**src/rtl/nfeps_pkg.sv**
```systemverilog
// Types, constants and register codes for the flash erase/program sequencer.
package nfeps_pkg;

	localparam int PAGE_BYTES   = 256;
	localparam int PAGE_LSB     = $clog2(PAGE_BYTES);
	localparam int ERASE_SLOTS  = 4;
	localparam int SLOT_W       = 2;
	localparam int SIZE_CODE_W  = 5;
	localparam int DLEN_W       = 9;
	localparam int OQ_DEPTH     = 4;
	localparam int CFG_IDX_W    = 2;

	localparam logic [7:0] OP_WREN = 8'h06;
	localparam logic [7:0] OP_RDSR = 8'h05;

	localparam int ST_WIP_BIT = 0;
	localparam int ST_WEL_BIT = 1;

	localparam logic [1:0] MODE_ERASE   = 2'd0;
	localparam logic [1:0] MODE_PROGRAM = 2'd1;
	localparam logic [1:0] MODE_STATUS  = 2'd2;

	localparam logic [CFG_IDX_W-1:0] CFG_ERASE_SIZES   = 2'd0;
	localparam logic [CFG_IDX_W-1:0] CFG_ERASE_OPCODES = 2'd1;
	localparam logic [CFG_IDX_W-1:0] CFG_PROG_OPCODE   = 2'd2;

	localparam logic [19:0] ERASE_SIZES_RST   = 20'd16876;
	localparam logic [31:0] ERASE_OPCODES_RST = 32'h00D8_5220;
	localparam logic [7:0]  PROG_OPCODE_RST   = 8'h02;

	typedef struct packed {
		logic [1:0]  mode;
		logic [31:0] address;
		logic [31:0] length;
		logic [7:0]  status;
	} in_t;

	typedef struct packed {
		logic [7:0]        opcode;
		logic [31:0]       cmd_address;
		logic              has_address;
		logic [DLEN_W-1:0] data_length;
		logic [31:0]       buffer_offset;
		logic              expects_status;
		logic              done_res;
		logic              error;
		logic              last;
	} out_t;

endpackage

```
**src/rtl/nor_flash_erase_program_sequencer_core.sv**
```systemverilog
// Top level of the SPI NOR flash erase/program command sequencer.
//
// Input channel (in_valid/in_ready/in_data): a start of an erase or program
// request, or a status byte read back from the flash. Each transfer yields
// zero, one or two command results on the output channel
// (out_valid/out_ready/out_data); the last result of a transfer has last set.
// Results of a transfer are written into the result queue when it is taken.
// Throughput: one input transfer per cycle while the four-entry result queue
// has room for two results; the output side drains one result per cycle while
// out_ready is high. When the receiver stalls, results wait in the queue and
// in_ready drops once fewer than two entries are free.
// Configuration: cfg_we writes cfg_data to register cfg_index (0 erase size
// codes, 1 erase opcodes, 2 program opcode) at the clock edge; write only
// while idle.
// Reset (arst_n low): queue empty, sequencer idle, registers at defaults.
module nor_flash_erase_program_sequencer_core (
	input  logic                               clk,
	input  logic                               arst_n,
	input  logic                               in_valid,
	output logic                               in_ready,
	input  nfeps_pkg::in_t                     in_data,
	output logic                               out_valid,
	input  logic                               out_ready,
	output nfeps_pkg::out_t                    out_data,
	input  logic                               cfg_we,
	input  logic [nfeps_pkg::CFG_IDX_W-1:0]    cfg_index,
	input  logic [31:0]                        cfg_data
);
	import nfeps_pkg::*;

	logic [19:0] erase_size_codes_q;
	logic [31:0] erase_opcodes_q;
	logic [7:0]  program_opcode_q;

	logic        accept;
	logic [1:0]  res_cnt;
	logic [1:0]  push_cnt;
	out_t        res0;
	out_t        res1;

	always_ff @(posedge clk or negedge arst_n) begin
		if (!arst_n) begin
			erase_size_codes_q <= ERASE_SIZES_RST;
			erase_opcodes_q <= ERASE_OPCODES_RST;
			program_opcode_q <= PROG_OPCODE_RST;
		end else if (cfg_we) begin
			case (cfg_index)
				CFG_ERASE_SIZES:   erase_size_codes_q <= cfg_data[19:0];
				CFG_ERASE_OPCODES: erase_opcodes_q <= cfg_data;
				CFG_PROG_OPCODE:   program_opcode_q <= cfg_data[7:0];
				default: ;
			endcase
		end
	end

	assign accept = in_valid && in_ready;
	assign push_cnt = accept ? res_cnt : 2'd0;

	nfeps_seq u_seq (
		.clk              (clk),
		.arst_n           (arst_n),
		.accept           (accept),
		.item             (in_data),
		.erase_size_codes (erase_size_codes_q),
		.erase_opcodes    (erase_opcodes_q),
		.program_opcode   (program_opcode_q),
		.res_cnt          (res_cnt),
		.res0             (res0),
		.res1             (res1)
	);

	nfeps_oq u_oq (
		.clk       (clk),
		.arst_n    (arst_n),
		.push_cnt  (push_cnt),
		.push0     (res0),
		.push1     (res1),
		.space     (in_ready),
		.out_valid (out_valid),
		.out_ready (out_ready),
		.out_data  (out_data)
	);

endmodule

```
**src/rtl/nfeps_seq.sv**
```systemverilog
// Command sequencing state and per-transfer result decision.
module nfeps_seq (
	input  logic                clk,
	input  logic                arst_n,
	input  logic                accept,
	input  nfeps_pkg::in_t      item,
	input  logic [19:0]         erase_size_codes,
	input  logic [31:0]         erase_opcodes,
	input  logic [7:0]          program_opcode,
	output logic [1:0]          res_cnt,
	output nfeps_pkg::out_t     res0,
	output nfeps_pkg::out_t     res1
);
	import nfeps_pkg::*;

	typedef enum logic [1:0] {
		PH_IDLE = 2'd0,
		PH_WEL  = 2'd1,
		PH_WIP  = 2'd2
	} phase_t;

	phase_t             phase_q, phase_d;
	logic               prog_q, prog_d;
	logic [31:0]        addr_q, addr_d;
	logic [31:0]        rem_q, rem_d;
	logic [SLOT_W-1:0]  slot_q, slot_d;
	logic [31:0]        src_q, src_d;

	logic               idle;
	logic               chunk;
	logic               pick_ok;
	logic [SLOT_W-1:0]  pick_slot;
	logic [SIZE_CODE_W-1:0] cand_code;
	logic [31:0]        cand_size;
	logic [SIZE_CODE_W-1:0] wel_code;
	logic [31:0]        chunk_size;
	logic [31:0]        page_n;
	out_t               rdsr_res;

	assign idle = (phase_q != PH_WEL) && (phase_q != PH_WIP);
	assign wel_code = erase_size_codes[SIZE_CODE_W*slot_q +: SIZE_CODE_W];
	assign chunk_size = 32'd1 << wel_code;
	assign page_n = (rem_q < 32'(PAGE_BYTES)) ? rem_q : 32'(PAGE_BYTES);

	always_comb begin
		rdsr_res = '0;
		rdsr_res.opcode = OP_RDSR;
		rdsr_res.expects_status = 1'b1;
		rdsr_res.last = 1'b1;
	end

	always_comb begin
		phase_d = phase_q;
		prog_d = prog_q;
		addr_d = addr_q;
		rem_d = rem_q;
		slot_d = slot_q;
		src_d = src_q;
		res_cnt = 2'd0;
		res0 = '0;
		res1 = '0;
		chunk = 1'b0;
		pick_ok = 1'b0;
		pick_slot = '0;
		cand_code = '0;
		cand_size = '0;
		case (item.mode)
			MODE_ERASE, MODE_PROGRAM: begin
				if (idle) begin
					prog_d = (item.mode == MODE_PROGRAM);
					addr_d = item.address;
					rem_d = item.length;
					src_d = '0;
					slot_d = '0;
					if (prog_d && (item.address[PAGE_LSB-1:0] != '0)) begin
						phase_d = PH_IDLE;
						res_cnt = 2'd1;
						res0.done_res = 1'b1;
						res0.error = 1'b1;
						res0.last = 1'b1;
					end else begin
						chunk = 1'b1;
					end
				end
			end
			MODE_STATUS: begin
				case (phase_q)
					PH_WEL: begin
						if (!item.status[ST_WEL_BIT]) begin
							res_cnt = 2'd1;
							res0 = rdsr_res;
						end else begin
							res0.has_address = 1'b1;
							res0.cmd_address = addr_q;
							if (prog_q) begin
								res0.opcode = program_opcode;
								res0.data_length = page_n[DLEN_W-1:0];
								res0.buffer_offset = src_q;
								addr_d = addr_q + 32'(PAGE_BYTES);
								src_d = src_q + 32'(PAGE_BYTES);
								rem_d = rem_q - page_n;
							end else begin
								res0.opcode = erase_opcodes[8*slot_q +: 8];
								addr_d = addr_q + chunk_size;
								rem_d = (rem_q > chunk_size) ? rem_q - chunk_size : '0;
							end
							phase_d = PH_WIP;
							res1 = rdsr_res;
							res_cnt = 2'd2;
						end
					end
					PH_WIP: begin
						if (item.status[ST_WIP_BIT]) begin
							res_cnt = 2'd1;
							res0 = rdsr_res;
						end else if (rem_q == '0) begin
							phase_d = PH_IDLE;
							res_cnt = 2'd1;
							res0.done_res = 1'b1;
							res0.last = 1'b1;
						end else begin
							chunk = 1'b1;
						end
					end
					default: ;
				endcase
			end
			default: ;
		endcase

		if (chunk) begin
			for (int i = 0; i < ERASE_SLOTS; i++) begin
				cand_code = erase_size_codes[SIZE_CODE_W*i +: SIZE_CODE_W];
				cand_size = 32'd1 << cand_code;
				if ((cand_code != '0) && (rem_d >= cand_size)
						&& ((addr_d & (cand_size - 32'd1)) == '0)) begin
					pick_ok = 1'b1;
					pick_slot = SLOT_W'(i);
				end
			end
			if (prog_d ? (rem_d == '0) : !pick_ok) begin
				phase_d = PH_IDLE;
				res_cnt = 2'd1;
				res0.done_res = 1'b1;
				res0.error = !prog_d;
				res0.last = 1'b1;
			end else begin
				if (!prog_d) begin
					slot_d = pick_slot;
				end
				phase_d = PH_WEL;
				res0.opcode = OP_WREN;
				res1 = rdsr_res;
				res_cnt = 2'd2;
			end
		end
	end

	always_ff @(posedge clk or negedge arst_n) begin
		if (!arst_n) begin
			phase_q <= PH_IDLE;
			prog_q <= 1'b0;
			addr_q <= '0;
			rem_q <= '0;
			slot_q <= '0;
			src_q <= '0;
		end else if (accept) begin
			phase_q <= phase_d;
			prog_q <= prog_d;
			addr_q <= addr_d;
			rem_q <= rem_d;
			slot_q <= slot_d;
			src_q <= src_d;
		end
	end

endmodule

```
**src/rtl/nfeps_oq.sv**
```systemverilog
// Result queue: takes up to two results a cycle, hands out one per transfer.
module nfeps_oq (
	input  logic            clk,
	input  logic            arst_n,
	input  logic [1:0]      push_cnt,
	input  nfeps_pkg::out_t push0,
	input  nfeps_pkg::out_t push1,
	output logic            space,
	output logic            out_valid,
	input  logic            out_ready,
	output nfeps_pkg::out_t out_data
);
	import nfeps_pkg::*;

	localparam int PTR_W = $clog2(OQ_DEPTH);
	localparam int CNT_W = $clog2(OQ_DEPTH + 1);

	out_t             mem_q [OQ_DEPTH];
	logic [PTR_W-1:0] head_q;
	logic [CNT_W-1:0] count_q;
	logic [PTR_W-1:0] tail;
	logic             pop;

	assign tail = head_q + count_q[PTR_W-1:0];
	assign pop = out_valid && out_ready;
	assign out_valid = (count_q != '0);
	assign out_data = mem_q[head_q];
	assign space = (count_q <= CNT_W'(OQ_DEPTH - 2));

	always_ff @(posedge clk) begin
		if (push_cnt != 2'd0) begin
			mem_q[tail] <= push0;
		end
		if (push_cnt == 2'd2) begin
			mem_q[tail + PTR_W'(1)] <= push1;
		end
	end

	always_ff @(posedge clk or negedge arst_n) begin
		if (!arst_n) begin
			head_q <= '0;
			count_q <= '0;
		end else begin
			if (pop) begin
				head_q <= head_q + PTR_W'(1);
			end
			count_q <= count_q + CNT_W'(push_cnt) - CNT_W'(pop);
		end
	end

endmodule

```
**config.mk**
```make
export PLATFORM = sky130hd
export DESIGN_NAME = nor_flash_erase_program_sequencer_core
export DESIGN_NICKNAME = d
export VERILOG_FILES = /design/src/rtl/nfeps_pkg.sv /design/src/rtl/nor_flash_erase_program_sequencer_core.sv /design/src/rtl/nfeps_seq.sv /design/src/rtl/nfeps_oq.sv
export SDC_FILE = /design/constraint.sdc
export NUM_CORES = 2
export LEC_CHECK = 0
export ABC_AREA = 1
export CAP_MARGIN = 5
export CELL_PAD_IN_SITES_DETAIL_PLACEMENT = 1
export CELL_PAD_IN_SITES_GLOBAL_PLACEMENT = 2
export CORE_AREA = 3 3 312 314
export DETAILED_ROUTE_END_ITERATION = 6
export DIE_AREA = 0 0 315 317
export DONT_BUFFER_PORTS = 1
export GPL_ROUTABILITY_DRIVEN = 0
export GPL_TIMING_DRIVEN = 0
export HOLD_SLACK_MARGIN = 0.1
export PLACE_DENSITY = 0.95
export SLEW_MARGIN = 40
export SYNTH_ARGS = -nofsm -noshare
export SYNTH_HDL_FRONTEND = slang
export SYNTH_SLANG_ARGS = --single-unit
```
**constraint.sdc**
```tcl
create_clock -name clk -period 15.9 [get_ports clk]
set_input_delay 3.18 -clock clk [delete_from_list [all_inputs] [get_ports clk]]
set_output_delay 3.18 -clock clk [all_outputs]
set_load 0.03 [all_outputs]
```
==> results by stage <==
Detailed routing:
- The detail-routed via count per cell is 5.67.
- The antenna violation net count after detailed routing is 0.
- The total wire length after detailed routing is 166 mm.
- The number of design rule violations left after detail routing is 0.
- The iteration-0 DRC count of the detailed router is 3964.
- The count of vias placed by the detailed router is 40900.
- The total iterations of the first detailed-routing run is 5.
- The final routed wire length divided by cell count is 23.0 um.

Global routing:
- The number of global-route vias before repair is 40000.
- The number of antenna violations at the first check in global routing was 37.
- Global routing finished with a remaining overflow of 0.
- In the global route stage, overall resource usage came out at 0.322.
- The wire length of the first global-routing pass is 247 mm.
- Entering global routing, the biggest net connects 159 pins.

Min path:
- The worst hold path class is reg2reg.
- The worst hold path begins at u_oq.mem_q[2][11].

Synthesis:
- The mapped netlist covers 35900 sq um.
- The number of different library cells used by synthesis comes to 70.
- For this run, the leading register cell type out of synthesis is sky130_fd_sc_hd__dfxtp_1.
- For this run, the number of Yosys warnings is 0.
- Yosys mapped a number of flops with a built-in enable equal to 16.
- Yosys attributes the largest share of cell area to sky130_fd_sc_hd__nand2_1, sky130_fd_sc_hd__dfxtp_1, sky130_fd_sc_hd__dfrtp_1.
- Synthesis inferred 474 register bits.
- Of the synthesized area, sequential elements account for 0.291.
- The dominant cell type by area after synthesis is sky130_fd_sc_hd__nand2_1.
- A synthesized cell averages 6.16 sq um.
- The gate count after technology mapping is 5827.
- The total nets after synthesis is 6147.
- The fraction of synthesized cell area taken by the top area cell type is 0.192.
- The share of flip-flops with an asynchronous set or reset is 0.333.

Clocking:
- After clock tree synthesis, the setup repair step added 0 buffers.
- The number of clock buffers added by TritonCTS is 53.
- The post-cts repair resize count is 0.
- The H-tree generated during clock tree synthesis spans 2 levels.
- TritonCTS built the clock tree.
- The CTS clock-pin slew for the worst setup and hold paths is 0.06 ns.
- The clock latency reported for the late side of the worst-skew pair is 0.64 ns.
- The clock sink count is 474.
- The root buffer cell is sky130_fd_sc_hd__clkbuf_16.
- The number of buffers on the longest clock path is 3.
- The hold buffer count at cts is 0.

Power:
- Of the total power, registers draw 0.208.
- Of the total power, the share spent switching nets is 0.563.
- Of the total power, the clock network draws 0.168.
- For this design the static power due to leakage is 19.2 nW.
- The internal power of the cells totals 0.00335 W.
- The power density of the placed cells is 194 nW/um^2.
- The share of total power dissipated in combinational logic is 0.624.
- The maximum ir drop on the vdd rail is 0.0000941 V.
- The switching power is 0.00431 W.

STA:
- The clock arrives with 0.0545 ns of skew.
- The number of hold-slack violations in the final timing report is 0.
- The tightest hold path in the finished design has a slack of 0.433 ns.
- Setup repair after global routing left no endpoint under its margin.
- The final setup violation count is 0.
- The final period demand of the worst path is 9.83 ns.
- The slew at the pin closest to its max-slew limit is 0.951 ns.
- The relative max-transition margin is 0.375.
- The final number of max-transition violations is 0.
- In the final timing run, aggregate negative setup slack is 0 ns.
- The final critical-path share of the clock period is 0.618.
- The highest attainable clock frequency is 102 MHz.

Layout:
- The fill cell instance count of the final layout is 12800.
- In the final layout, the share of cells above drive strength 1 is 0.0554.
- Relative to the synthesized area, the layout overhead comes to 10.1%.
- The number of nets in the final layout is 6204.
- The post-layout instance area is 39500 sq um.
- The multi-input combinational cells in the finished layout cover a total of 21900 sq um.
- Across the whole layout, storage elements account for 10500 sq um.

Die:
- The core box area is 94900 sq um.
- The die height is 317 um.
- The top-level port count is 201.
- The floorplan step defined a die boundary enclosing 99900 sq um.
- The effective utilization at floorplan is 0.378.
- Row generation in the floorplan step produced 113 rows.
- The width of the chip is 315 um.

Setup path:
- The worst setup path is of the reg2reg kind.
- The startpoint identified for the worst register-to-register timing path is u_seq.slot_q[0].
- By instance count, the cell type seen most on the critical path is sky130_fd_sc_hd__nand2_1.
- STA puts the critical path data required time at 16.21 ns.
- The most critical setup path has its startpoint at u_seq.slot_q[0].
- The maximum single-stage delay on the critical path is 0.68 ns.
- The slowest stage of the critical path is the sky130_fd_sc_hd__a32oi_2 cell.
- The data arrival at the endpoint of the critical path is 10.13 ns.
- The type of origin of the critical path is a flop.
- STA classifies the critical path endpoint as a flop.
- In this run the worst path has a maximum fanout of 10.

Place:
- Input and output buffers added on the ports amount to 0.
- The placed instances occupy a cell area of 37600 sq um.
- The HPWL after detailed placement is 133 mm.

Run:
- The tool flagged a number of max-cap violations equal to 0.

Outcome:
- The run finished with clean final reports.
[cell usage in the layout (no fill, tap or decap), drive strengths merged, types with 3 or more instances in the layout]
master,instances
o21a,4
o22ai,89
clkinv,13
mux2,12
xnor2,17
nor3,71
nor2,735
ha,204
bufinv,4
dfrtp,142
dfxtp,300
a31oi,6
o21bai,10
buf,119
o211ai,19
a221oi,4
clkbuf,220
nand3b,7
o21ai,415
a32oi,5
nand2,1857
and3,6
fa,3
a21boi,6
or2,7
edfxtp,16
nor4,9
a21oi,220
inv,643
o31ai,3
nand4,66
nand3,566
a22oi,35
diode,35
xor2,53
dfstp,16
[through the flow]
step	worst slack (ns)	utilization	total power, W	cells
after global routing	5.41	0.416	0.00815	7205
after detailed placement	6.14	0.397	0.00626	7094
after CTS	6.29	0.415	0.00756	7190
after global placement	5.97	0.395	0.00610	7092
after floorplan	8.31	-	0.00464	5827
final	6.07	0.417	0.00766	7225
[cell type report]
type                            instances  share of cell area
Tap cell                             1265              0.0400
Timing Repair Buffer                    2            0.000380
Sequential cell                       474               0.265
Inverter                              642              0.0610
Clock buffer                           78              0.0385
Clock inverter                         18             0.00620
Multi-Input combinational cell       4452               0.555
Antenna cell                           35             0.00222
Buffer                                259              0.0324
[sequential cells by signal (all words and copies together), names as in the netlist]
signal	count
u_oq.mem_q	316
erase_opcodes_q	32
u_seq.addr_q	32
u_seq.rem_q	32
u_seq.src_q	24
erase_size_codes_q	20
program_opcode_q	8
u_oq.count_q	3
u_oq.head_q	2
u_seq.phase_q	2
u_seq.slot_q	2
u_seq.prog_q	1
[worst max-delay path: cells and delay by family, from the launching register on]
family                     cells  cell delay, ns
adders and majority gates      2            0.87
and+or+nand+nor               27            4.77
AOI/OAI and AO/OA              5            1.33
buffers and inverters          8            2.09
DFF                            1            0.43
[power groups by stage]
stage | sequential [W] | clock (W) | combinational (W)
3_5_place_dp | 0.00161 | 0 | 0.00466
6_report | 0.00160 | 0.00129 | 0.00478
5_1_grt | 0.00160 | 0.00134 | 0.00521
4_1_cts | 0.00158 | 0.00129 | 0.00468
2_1_floorplan | 0.00149 | 0 | 0.00315
3_3_place_gp | 0.00160 | 0 | 0.00449
[final timing paths]
kind | endpoint | slack [ns] | depth (start not counted)
max in group asynchronous | u_seq.rem_q[18] | 13.23 | 0
worst min register to register | u_oq.mem_q[2][11] | 0.43 | 2
worst min-delay path | u_oq.mem_q[2][11] | 0.43 | 2
min in group asynchronous | u_oq.head_q[1] | 2.26 | 0
worst max register to register | u_oq.mem_q[0][3] | 6.07 | 42
worst max-delay path | u_oq.mem_q[0][3] | 6.07 | 42
[kinds of logic after synthesis]
kind of cell    Yosys count  synth area share
compound gates          828             0.127
xor+xnor                 70            0.0171
fa+ha+maj               207            0.0728
buf+inv                 901             0.103
flops                   474             0.291
mux                      13           0.00404
other cells               1          0.000104
simple gates           3333             0.385
[cell usage after synthesis, types with 15 or more instances]
library cell / number
sky130_fd_sc_hd__o22ai_1: 89
sky130_fd_sc_hd__ha_1: 204
sky130_fd_sc_hd__clkbuf_1: 140
sky130_fd_sc_hd__dfstp_2: 16
sky130_fd_sc_hd__dfrtp_1: 142
sky130_fd_sc_hd__buf_4: 34
sky130_fd_sc_hd__nand4_1: 66
sky130_fd_sc_hd__inv_1: 618
sky130_fd_sc_hd__nor2_1: 709
sky130_fd_sc_hd__a22oi_1: 35
sky130_fd_sc_hd__inv_2: 23
sky130_fd_sc_hd__nand2_1: 1836
sky130_fd_sc_hd__xnor2_1: 17
sky130_fd_sc_hd__o21ai_0: 400
sky130_fd_sc_hd__nand3_1: 557
sky130_fd_sc_hd__buf_6: 16
sky130_fd_sc_hd__o21ai_1: 15
sky130_fd_sc_hd__o211ai_1: 19
sky130_fd_sc_hd__xor2_1: 53
sky130_fd_sc_hd__nand2_2: 15
sky130_fd_sc_hd__dfxtp_1: 300
sky130_fd_sc_hd__nor2_2: 24
sky130_fd_sc_hd__edfxtp_1: 16
sky130_fd_sc_hd__nor3_1: 70
sky130_fd_sc_hd__buf_1: 24
sky130_fd_sc_hd__buf_2: 43
sky130_fd_sc_hd__a21oi_1: 217
[per-layer routing]
metal | global-route usage | part of all wire | wire length [um]
met5 | 0 | 0.00077 | 128
met4 | 0.148 | 0.051 | 8400
met3 | 0.0676 | 0.086 | 14200
met2 | 0.512 | 0.44 | 73300
met1 | 0.419 | 0.42 | 70100
Note: power is estimated with default switching activity, not from simulation.
